## config.mk

```make
export PLATFORM = sky130hd
export DESIGN_NAME = led_pixel_breathing_engine_unit
export DESIGN_NICKNAME = d
export VERILOG_FILES = /design/src/hw/rtl/lpbe_pkg.sv /design/src/hw/rtl/lpbe_ram.sv /design/src/hw/rtl/led_pixel_breathing_engine_unit.sv
export SDC_FILE = /design/constraint.sdc
export NUM_CORES = 2
export LEC_CHECK = 0
export BUFFER_PORTS_ARGS = -buffer_cell sky130_fd_sc_hd__buf_2
export CORE_UTILIZATION = 50
export CTS_BUF_LIST = sky130_fd_sc_hd__clkbuf_16
export DETAILED_ROUTE_END_ITERATION = 12
export PLACE_DENSITY = 0.65
export SYNTH_ARGS = -nofsm -noshare
export SYNTH_HDL_FRONTEND = slang
export SYNTH_SLANG_ARGS = --single-unit
```

## constraint.sdc

```tcl
create_clock -name clk -period 11.57 [get_ports clk]
set_input_delay 1.157 -clock clk [delete_from_list [all_inputs] [get_ports clk]]
set_output_delay 1.157 -clock clk [all_outputs]
set_load 0.03 [all_outputs]
```

## src/hw/rtl/lpbe_pkg.sv

```systemverilog
package lpbe_pkg;

  localparam int KIND_W  = 3;
  localparam int COORD_W = 4;
  localparam int BYTE_W  = 8;
  localparam int LVL_W   = 7;
  localparam int CFG_IDX_W = 1;

  localparam int GRID_ROWS_DEF = 12;
  localparam int GRID_COLS_DEF = 12;

  localparam logic [LVL_W-1:0] MIN_RESET = 7'd10;
  localparam logic [LVL_W-1:0] MAX_RESET = 7'd80;

  localparam logic [KIND_W-1:0] KIND_WR_LEVEL  = 3'd0;
  localparam logic [KIND_W-1:0] KIND_WR_FLAGS  = 3'd1;
  localparam logic [KIND_W-1:0] KIND_SET_BLINK = 3'd2;
  localparam logic [KIND_W-1:0] KIND_SET_MOVED = 3'd3;
  localparam logic [KIND_W-1:0] KIND_READ      = 3'd4;
  localparam logic [KIND_W-1:0] KIND_CLR_MOVED = 3'd5;
  localparam logic [KIND_W-1:0] KIND_TICK      = 3'd6;

  localparam logic [CFG_IDX_W-1:0] REG_MIN_BRIGHTNESS = 1'd0;
  localparam logic [CFG_IDX_W-1:0] REG_MAX_BRIGHTNESS = 1'd1;

  localparam int FLAG_MOVED_BIT = 0;
  localparam int FLAG_BLINK_BIT = 1;
  localparam int DIR_BIT        = 7;

  // one breathing step of a level byte
  function automatic logic [BYTE_W-1:0] fade_step(input logic [BYTE_W-1:0] lvl,
                                                  input logic [LVL_W-1:0] mn,
                                                  input logic [LVL_W-1:0] mx);
    logic [LVL_W-1:0] cnt;
    logic [BYTE_W-1:0] res;
    cnt = lvl[LVL_W-1:0];
    if (lvl[DIR_BIT]) begin
      res = (cnt == mn) ? {1'b0, mn} : lvl - 8'd1;
    end else begin
      res = (cnt == mx) ? {1'b1, mx} : lvl + 8'd1;
    end
    return res;
  endfunction

endpackage

```

## src/hw/rtl/lpbe_ram.sv

```systemverilog
module lpbe_ram #(
  parameter int WIDTH = 16,
  parameter int DEPTH = 144
) (
  input  logic                                  clk,
  input  logic                                  we,
  input  logic [(DEPTH > 1 ? $clog2(DEPTH) : 1)-1:0] waddr,
  input  logic [WIDTH-1:0]                      wdata,
  input  logic [(DEPTH > 1 ? $clog2(DEPTH) : 1)-1:0] raddr,
  output logic [WIDTH-1:0]                      rdata
);

  logic [WIDTH-1:0] mem [DEPTH];

  always_ff @(posedge clk) begin
    if (we) begin
      mem[waddr] <= wdata;
    end
    rdata <= mem[raddr];
  end

endmodule

```

## src/hw/rtl/led_pixel_breathing_engine_unit.sv

```systemverilog
// channel  dir  handshake            payload
// in       in   in_valid/in_stall    kind, col, row, value
// out      out  out_valid/out_stall  raw_level, display_level, flag_byte, is_blinking, is_moved
// cfg      in   cfg_valid/cfg_ready  cfg_index, cfg_data
//
// pixel item: one ram read in idle, then one write or result load in the exec state
// clear-moved and tick: a walk over every pixel, one pixel a cycle through the ram port pair
// after reset every pixel of the store is zeroed, in_stall high meanwhile
// a read waits in the exec state while the output register is full and stalled
// cfg_ready is always high
module led_pixel_breathing_engine_unit #(
  parameter int GRID_ROWS = lpbe_pkg::GRID_ROWS_DEF,
  parameter int GRID_COLS = lpbe_pkg::GRID_COLS_DEF
) (
  input  logic                            clk,
  input  logic                            rst,
  input  logic                            in_valid,
  output logic                            in_stall,
  input  logic [lpbe_pkg::KIND_W-1:0]     kind,
  input  logic [lpbe_pkg::COORD_W-1:0]    col,
  input  logic [lpbe_pkg::COORD_W-1:0]    row,
  input  logic [lpbe_pkg::BYTE_W-1:0]     value,
  output logic                            out_valid,
  input  logic                            out_stall,
  output logic [lpbe_pkg::BYTE_W-1:0]     raw_level,
  output logic [lpbe_pkg::BYTE_W-1:0]     display_level,
  output logic [lpbe_pkg::BYTE_W-1:0]     flag_byte,
  output logic                            is_blinking,
  output logic                            is_moved,
  input  logic                            cfg_valid,
  output logic                            cfg_ready,
  input  logic [lpbe_pkg::CFG_IDX_W-1:0]  cfg_index,
  input  logic [lpbe_pkg::LVL_W-1:0]      cfg_data
);

  import lpbe_pkg::*;

  localparam int PIXELS = GRID_ROWS * GRID_COLS;
  localparam int PIX_W  = (PIXELS > 1) ? $clog2(PIXELS) : 1;
  localparam int CNT_W  = $clog2(PIXELS + 1);
  localparam int WORD_W = 2 * BYTE_W;

  typedef enum logic [3:0] {
    ST_CLR  = 4'b0001,
    ST_IDLE = 4'b0010,
    ST_EXEC = 4'b0100,
    ST_WALK = 4'b1000
  } state_t;

  state_t state, state_next;

  logic [LVL_W-1:0]  min_b, max_b;
  logic [KIND_W-1:0] op_kind;
  logic [BYTE_W-1:0] op_value;
  logic              op_ok;
  logic [PIX_W-1:0]  addr;
  logic [CNT_W-1:0]  ptr;
  logic [PIX_W-1:0]  wptr;
  logic              pend;

  logic              in_tr;
  logic              in_range;
  logic [PIX_W-1:0]  idx_in;
  logic              out_free;
  logic              load_out;

  logic              ram_we;
  logic [PIX_W-1:0]  ram_waddr, ram_raddr;
  logic [WORD_W-1:0] ram_wdata, ram_rdata;
  logic [BYTE_W-1:0] rd_lvl, rd_flg;
  logic [BYTE_W-1:0] new_lvl, new_flg;

  assign cfg_ready = 1'b1;
  assign in_stall  = (state != ST_IDLE);
  assign in_tr     = in_valid && !in_stall;
  assign in_range  = (32'(col) < GRID_COLS) && (32'(row) < GRID_ROWS);
  assign idx_in    = PIX_W'(32'(row) * GRID_COLS + 32'(col));
  assign out_free  = !out_valid || !out_stall;
  assign load_out  = (state == ST_EXEC) && (op_kind == KIND_READ) && out_free;

  assign rd_lvl = ram_rdata[BYTE_W-1:0];
  assign rd_flg = ram_rdata[WORD_W-1:BYTE_W];

  // read address: incoming pixel in idle, walk pointer in walk, held address otherwise
  always_comb begin
    case (state)
      ST_IDLE: ram_raddr = idx_in;
      ST_WALK: ram_raddr = ptr[PIX_W-1:0];
      default: ram_raddr = addr;
    endcase
  end

  // shared modify unit
  always_comb begin
    new_lvl = rd_lvl;
    new_flg = rd_flg;
    case (op_kind)
      KIND_WR_LEVEL:  new_lvl = op_value;
      KIND_WR_FLAGS:  new_flg = op_value;
      KIND_SET_BLINK: new_flg[FLAG_BLINK_BIT] = op_value[0];
      KIND_SET_MOVED: new_flg[FLAG_MOVED_BIT] = op_value[0];
      KIND_CLR_MOVED: new_flg[FLAG_MOVED_BIT] = 1'b0;
      KIND_TICK: begin
        if (rd_flg[FLAG_BLINK_BIT] && (rd_lvl >= {1'b0, min_b})) begin
          new_lvl = fade_step(rd_lvl, min_b, max_b);
        end
      end
      default: ;
    endcase
  end

  always_comb begin
    ram_we    = 1'b0;
    ram_waddr = addr;
    ram_wdata = {new_flg, new_lvl};
    case (state)
      ST_CLR: begin
        ram_we    = 1'b1;
        ram_waddr = ptr[PIX_W-1:0];
        ram_wdata = '0;
      end
      ST_EXEC: begin
        ram_we = op_ok && (op_kind == KIND_WR_LEVEL || op_kind == KIND_WR_FLAGS ||
                           op_kind == KIND_SET_BLINK || op_kind == KIND_SET_MOVED);
      end
      ST_WALK: begin
        ram_we    = pend;
        ram_waddr = wptr;
      end
      default: ;
    endcase
  end

  always_comb begin
    state_next = state;
    case (state)
      ST_CLR:  if (ptr == CNT_W'(PIXELS - 1)) state_next = ST_IDLE;
      ST_IDLE: begin
        if (in_tr) begin
          state_next = (kind == KIND_CLR_MOVED || kind == KIND_TICK) ? ST_WALK : ST_EXEC;
        end
      end
      ST_EXEC: if (op_kind != KIND_READ || out_free) state_next = ST_IDLE;
      ST_WALK: if (ptr == CNT_W'(PIXELS)) state_next = ST_IDLE;
      default: state_next = ST_IDLE;
    endcase
  end

  always_ff @(posedge clk) begin
    if (rst) begin
      state     <= ST_CLR;
      ptr       <= '0;
      pend      <= 1'b0;
      out_valid <= 1'b0;
      min_b     <= MIN_RESET;
      max_b     <= MAX_RESET;
    end else begin
      state <= state_next;
      if (cfg_valid && cfg_ready) begin
        case (cfg_index)
          REG_MIN_BRIGHTNESS: min_b <= cfg_data;
          REG_MAX_BRIGHTNESS: max_b <= cfg_data;
          default: ;
        endcase
      end
      case (state)
        ST_CLR: begin
          ptr <= (ptr == CNT_W'(PIXELS - 1)) ? '0 : ptr + CNT_W'(1);
        end
        ST_IDLE: begin
          ptr  <= '0;
          pend <= 1'b0;
        end
        ST_WALK: begin
          pend <= (ptr != CNT_W'(PIXELS));
          if (ptr != CNT_W'(PIXELS)) begin
            ptr <= ptr + CNT_W'(1);
          end
        end
        default: ;
      endcase
      if (load_out) begin
        out_valid <= 1'b1;
      end else if (!out_stall) begin
        out_valid <= 1'b0;
      end
    end
  end

  // payload registers
  always_ff @(posedge clk) begin
    if (in_tr) begin
      op_kind  <= kind;
      op_value <= value;
      op_ok    <= in_range;
      addr     <= idx_in;
    end
    if (state == ST_WALK) begin
      wptr <= ptr[PIX_W-1:0];
    end
    if (load_out) begin
      raw_level     <= op_ok ? rd_lvl : '0;
      display_level <= !op_ok ? '0 :
                       rd_flg[FLAG_BLINK_BIT] ? {1'b0, rd_lvl[LVL_W-1:0]} : rd_lvl;
      flag_byte     <= op_ok ? rd_flg : '0;
      is_blinking   <= op_ok && rd_flg[FLAG_BLINK_BIT];
      is_moved      <= op_ok && rd_flg[FLAG_MOVED_BIT];
    end
  end

  lpbe_ram #(
    .WIDTH(WORD_W),
    .DEPTH(PIXELS)
  ) u_store (
    .clk  (clk),
    .we   (ram_we),
    .waddr(ram_waddr),
    .wdata(ram_wdata),
    .raddr(ram_raddr),
    .rdata(ram_rdata)
  );

endmodule

```

; Yosys cells after proc, flatten, opt, wreduce, memory -nomap -nowiden
; Memories as Yosys holds them, arrays and structs flattened. A register that Yosys moved wholly into a read port is not among the register bits.
; Index checks and enable logic that the tools add are counted.
[word_totals]
register_bits = 82
ram_bits = 2304
inputBits = 32
output_inout_bits = 29
n_memories = 1
[classes]
addsub = 4
multipliers = 1
n_lt_le_gt_ge = 3
n_eq_ne = 25
mux = 26
bitwise = 2
n_reduce_logical = 26
[mem_list]
columns = name, words, word_bits, rd, rd_clocked_by_memory_dff, write_ports, line_no
row1 = u_store.mem, 144, 16, 1, 1, 1, lpbe_ram.sv:13  ; logic [WIDTH-1:0] mem [DEPTH];
[op_table]
columns = op, n
row1 = $mux 8, 6
row2 = $pmux 8 s2, 3
row3 = $pmux 8 s3, 1
row4 = $mux 4, 5
row5 = $add 8x1->8 const B, 2
row6 = $eq 8x8->1 const B, 2
row7 = $mux 16, 1
row8 = $pmux 4 s4, 1
row9 = $eq 3x3->1 const B, 5
row10 = $eq 7x7->1, 2
row11 = $add 8x4->8, 1
row12 = $ge 8x7->1, 1
row13 = $logic_and 1x1->1, 8
row14 = $lt 4x4->1 const B, 2
row15 = $ne 2x2->1 const B, 4
row16 = $ne 8x8->1 const B, 1
row17 = $sub 8x1->8 const B, 1
row18 = $eq 3x2->1 const B, 2
row19 = $logic_or 1x1->1, 6
row20 = $mul 4x2->6 const B, 1
row21 = $mux 6, 1
row22 = $pmux 1 s2, 3
row23 = $reduce_and 2->1, 3
row24 = $eq 4x1->1 const B, 1
row25 = 16 further kinds, 24

; Logic depth before layout (Yosys ltp)
[depth]
ltp_word = 8
ltp_mapped = 16

; Modules after synthesis
; From an unflattened synthesis, not the netlist that was laid out.
[unflattened]
hier_cells = 4572
area_unflattened_um2 = 93883.8
[by_module_without_submodules]
columns = module, n_inst, cells_per_inst, area_each_um2, seq_area_each_um2
row1 = lpbe_ram, 1, 4098, 89418.3, 69506.7
row2 = led_pixel_breathing_engine_unit, 1, 474, 4465.5, 1971.9

; Worst setup path before layout
; Ideal clock, no wire load.
[synth_path]
path_kind = reg2reg
from = register state[3]
to = memory u_store.mem[0][9], data pin
arrival_ps = 6878
t_required_ps = 10213
setup_slack_ps = 3335
path_stages_with_launch = 6
path_buffers = 3
cell_sequence = dfxtp_1 > buf_6 > buf_4 > nor4b_2 > clkbuf_1 > a211oi_1
[synth_between]
elab_chain_len = 2
[synth_lines]
columns = element, line_no
row1 = from (decl), led_pixel_breathing_engine_unit.sv:50  ; state_t state, state_next;
row2 = from (signal assigned), led_pixel_breathing_engine_unit.sv:158  ; state <= state_next;
row3 = $eq 4x1->1, led_pixel_breathing_engine_unit.sv:116  ; case (state)
row4 = $mux 16, led_pixel_breathing_engine_unit.sv:116
row5 = via ram_wdata[9], led_pixel_breathing_engine_unit.sv:69  ; logic [WORD_W-1:0] ram_wdata, ram_rdata;
row6 = to (decl), lpbe_ram.sv:13
; The timed path passes the listed nets, and every way through them passes these cells.

; Final worst setup path
[layout_path]
from = register state[1]
to = register u_store.rdata[5], read port of u_store.mem
[layout_between]
elab_chain_len = 2
[layout_lines]
columns = element, line_no
row1 = $eq 4x4->1 / $eq 4x2->1 (equally long branches), led_pixel_breathing_engine_unit.sv:86  ; case (state)
row2 = $pmux 8 s2 *, led_pixel_breathing_engine_unit.sv:86
row3 = to (decl), lpbe_ram.sv:10  ; output logic [WIDTH-1:0] rdata
; Every way passes the cells marked *; elsewhere a longest branch is shown, timed or not.
; A chain may end at the register's enable or synchronous reset.

==> out/metrics.json <==
{
  "run_status": {"value": "finished with violations"},
  "failing_checks": {"value": "max-capacitance violations, max-slew violations"},
  "clk_pin_slew": {"value": 0.06, "unit": "ns"},
  "num_rows": {"value": 160},
  "cp_cell_sequence": {"value": "and3b_1 -> o21ai_4 -> buf_4 -> nand2_8 -> buf_4 -> nor2_2 -> nand3_1 -> a31oi_1 -> nor3_1 -> a2111oi_0 -> o41ai_1"},
  "grt_antenna_before_repair": {"value": 21},
  "place_congestion": {"value": 0.954},
  "cp_data_arrival_time": {"value": 7.43, "unit": "ns"},
  "track_usage": {"value": 0.329},
  "layout_net_count": {"value": 6899},
  "cp_slowest_stage_delay": {"value": 1.28, "unit": "ns"},
  "count_of_unresolved_drc_violations_after_routing": {"value": 0},
  "final_skew": {"value": 0.0451, "unit": "ns"},
  "max_freq": {"value": 149, "unit": "MHz"},
  "synth_enable_flop_cells": {"value": 2351},
  "top_level_ports": {"value": 61},
  "synthFlopType": {"value": "edfxtp_1"},
  "setup_viol": {"value": 0},
  "synthesis.yosys.warnings": {"value": 0},
  "layout_commonest_cell": {"value": "edfxtp_1"},
  "cts_root_buf": {"value": "clkbuf_16"},
  "die_height": {"value": 440, "unit": "um"},
  "critical_path.startpoint_type": {"value": "register"},
  "placedCellCount": {"value": 9124},
  "cts-root-to-sink-buffers": {"value": 3},
  "drt-vias-per-instance": {"value": 6.66},
  "r2r_setup_slack": {"value": 4.86, "unit": "ns"},
  "timing.hold.worst.start": {"value": "value[4]"},
  "cts-buffers-inserted": {"value": 232},
  "cp_max_fo": {"value": 86},
  "critical_path.reg2reg.startpoint": {"value": "state[1]"},
  "min-delay-path-class": {"value": "in -> reg"},
  "io_buffers": {"value": 59},
  "routed-via-count": {"value": 63700},
  "cts_max_level": {"value": 4},
  "drv_cap": {"value": 3},
  "finished_layout_cell_area": {"value": 0.107, "unit": "mm2"},
  "ff2ff_path_depth": {"value": 11},
  "clkSinkCount": {"value": 2395},
  "postCtsHoldBufs": {"value": 0},
  "post-cts-setup-buffers": {"value": 0},
  "place_area": {"value": 0.100, "unit": "mm2"},
  "postSynthCellCount": {"value": 6709},
  "yosys.cell_types.count": {"value": 97},
  "drive_above_1_share": {"value": 0.114},
  "tritoncts": {"value": "yes"},
  "layout.area.seq": {"value": 0.0715, "unit": "mm2"},
  "insertion_delay": {"value": 0.89, "unit": "ns"},
  "cp_slowest_cell": {"value": "a2111oi_0"},
  "critical-path-top-cell-by-count": {"value": "buf_4"},
  "postCtsResizedCells": {"value": 0},
  "multi_input_area": {"value": 0.0228, "unit": "mm2"},
  "postSynthNetCount": {"value": 6761},
  "seq_area_frac_synth": {"value": 0.745},
  "fin_cells": {"value": 9560},
  "first_pass_grt_wire_length": {"value": 448000, "unit": "um"},
  "number_of_nets_with_antenna_violations_after_routing": {"value": 0},
  "floorplan.initialDensity": {"value": 0.504},
  "required": {"value": 12.29, "unit": "ns"},
  "worst-setup-path-type": {"value": "reg -> reg"},
  "hpwlAfterDp": {"value": 190000, "unit": "um"},
  "drt_iter0_drc": {"value": 10700},
  "postLayoutCoreUtil": {"value": 0.564},
  "die_w": {"value": 440, "unit": "um"},
  "leakage": {"value": 36.5, "unit": "nW"},
  "asyncSetResetFlopFracSynth": {"value": 0},
  "via_count_of_the_first_global_routing_pass": {"value": 59100},
  "routedWlPerCell": {"value": 33.8, "unit": "um"},
  "finalCriticalPeriod": {"value": 6.71, "unit": "ns"},
  "fin_crit_sh": {"value": 0.580},
  "largest_net_degree_at_the_start_of_global_routing": {"value": 142},
  "synthesis.area_per_instance": {"value": 14.3, "unit": "um2"},
  "final-hold-violation-count": {"value": 0},
  "first_pass_iters": {"value": 9},
  "slew_headroom": {"value": -0.0430},
  "hold_end": {"value": "op_value[4]"},
  "worst_pin_slew": {"value": 1.53, "unit": "ns"},
  "layout.filler_cells": {"value": 14900},
  "cellPowerDensity": {"value": 172, "unit": "mW/mm2"},
  "flow.area_growth_from_synthesis": {"value": 11.9, "unit": "%"},
  "core_region_area": {"value": 0.190, "unit": "mm2"},
  "drv_slew": {"value": 26},
  "synth-seq-cells": {"value": 2395},
  "critical_path.endpoint_type": {"value": "register"},
  "syn_area": {"value": 0.0960, "unit": "mm2"},
  "min_delay_path_depth": {"value": 1},
  "most_frequent_cells_in_the_layout": {"value": "edfxtp_1 (2351), nand2_1 (1176), mux2i_1 (359)"},
  "power.ir.vdd_worst": {"value": 0.174, "unit": "mV"},
  "reg2reg_to": {"value": "u_store.rdata[5]"},
  "postRouteWirelength": {"value": 323000, "unit": "um"},
  "grt_setup_unrepaired": {"value": "no"},
  "grt_overflow": {"value": 0},
  "floorplan.die_area": {"value": 0.194, "unit": "mm2"},
  "setup_tns": {"value": 0, "unit": "ns"}
}
critical path: cells and delay by family (launching register included):
family          cells  cell delay (ns)
compound gates      4             2.20
simple gates        5             1.87
buf+inv             2             1.29
flops               1             0.99
worst max path at each step:
stage	start	endpoint	slack [ns]	depth (start not counted)
after floorplan	state[3]	u_store.mem[0][9]	3.33	5
after global placement	row[1]	u_store.rdata[4]	4.12	14
after detailed placement	row[1]	u_store.rdata[5]	4.83	15
after CTS	state[1]	u_store.rdata[5]	5.10	12
after global routing	state[1]	u_store.rdata[5]	4.95	11
final	state[1]	u_store.rdata[5]	4.86	11
state kept, by name, indices dropped and copies added (netlist names):
| name | flops |
|---|---|
| is_moved | 1 |
| ptr | 8 |
| op_ok | 1 |
| u_store.rdata | 16 |
| raw_level | 8 |
| u_store.mem | 2304 |
| is_blinking | 1 |
| op_value | 8 |
| state | 4 |
| op_kind | 3 |
| max_b | 7 |
| display_level | 1 |
| wptr | 8 |
| pend | 1 |
| flag_byte | 8 |
| addr | 8 |
| min_b | 7 |
| out_valid | 1 |
cell type report:
class | instances | area share
sequential | 2395 | 0.665
multi-input combinational | 3849 | 0.212
clock buffer | 237 | 0.0552
tap | 2511 | 0.0292
timing repair buffer | 348 | 0.0245
clock inverter | 188 | 0.0125
inverter | 21 | 0.000734
antenna | 11 | 0.000256
routing by layer:
| layer | global-route usage | vias to the layer above | wire [um] |
|---|---|---|---|
| met5 | 0 | - | 69 |
| met3 | 0.0933 | 885 | 45200 |
| met1 | 0.448 | 31900 | 118000 |
| met4 | 0.181 | 12 | 20500 |
| met2 | 0.478 | 4876 | 139000 |
| li1 | - | 26000 | - |
Yosys cell counts, types with 10 or more instances:
library cell / n / area, um2
a2111oi_0: 10 / 87.6
a211oi_1: 100 / 751
a21oi_1: 277 / 1390
a221oi_1: 36 / 315
a22oi_1: 70 / 526
a311oi_1: 58 / 508
a31oi_1: 85 / 532
a32oi_1: 87 / 762
and2_1: 23 / 144
and3_1: 124 / 776
buf_1: 31 / 116
buf_2: 215 / 1080
buf_4: 45 / 338
clkbuf_1: 145 / 544
dfxtp_1: 44 / 881
edfxtp_1: 2351 / 70600
ha_1: 18 / 225
inv_1: 21 / 78.8
mux2i_1: 359 / 3590
nand2_1: 1180 / 4430
nand3_1: 240 / 1200
nand4_1: 56 / 350
nor2_1: 377 / 1420
nor3_1: 67 / 335
nor4_1: 33 / 206
o211ai_1: 30 / 225
o21ai_0: 210 / 1050
o221ai_1: 40 / 350
o22ai_1: 116 / 726
o31ai_1: 19 / 143
o32ai_1: 10 / 87.6
xnor2_1: 12 / 105
xor2_1: 13 / 114
cell families (layout without fill, tap and decap cells):
family / after synthesis / in the layout / share of synthesized area
and+or+nand+nor: 2162 / 2162 / 0.0974
other: 1 / 12 / 0.0000391
AOI/OAI and AO/OA: 1264 / 1264 / 0.0888
xor gates and xnor gates: 28 / 28 / 0.00309
adders and majority gates: 20 / 20 / 0.00276
muxes: 374 / 374 / 0.0399
DFF: 2395 / 2395 / 0.745
buffers and inverters: 465 / 794 / 0.0234
report_power, final:
| part | total, mW | internal [mW] | switching (mW) |
|---|---|---|---|
| registers | 9.89 | 9.82 | 0.0606 |
| clock network | 7.31 | 4.03 | 3.28 |
| logic | 1.27 | 0.239 | 1.03 |
| total | 18.5 | 14.1 | 4.37 |
metrics by stage:
step                hold slack (ns)  setup WS, ns  total power, mW
floorplan                     0.449          3.33             10.7
global placement              0.483          4.12             11.3
detailed placement            0.487          4.83             11.3
CTS                           0.405          5.10             18.4
global route                  0.433          4.95             18.8
finish                        0.448          4.86             18.5
(Power assumes the default switching activity.)
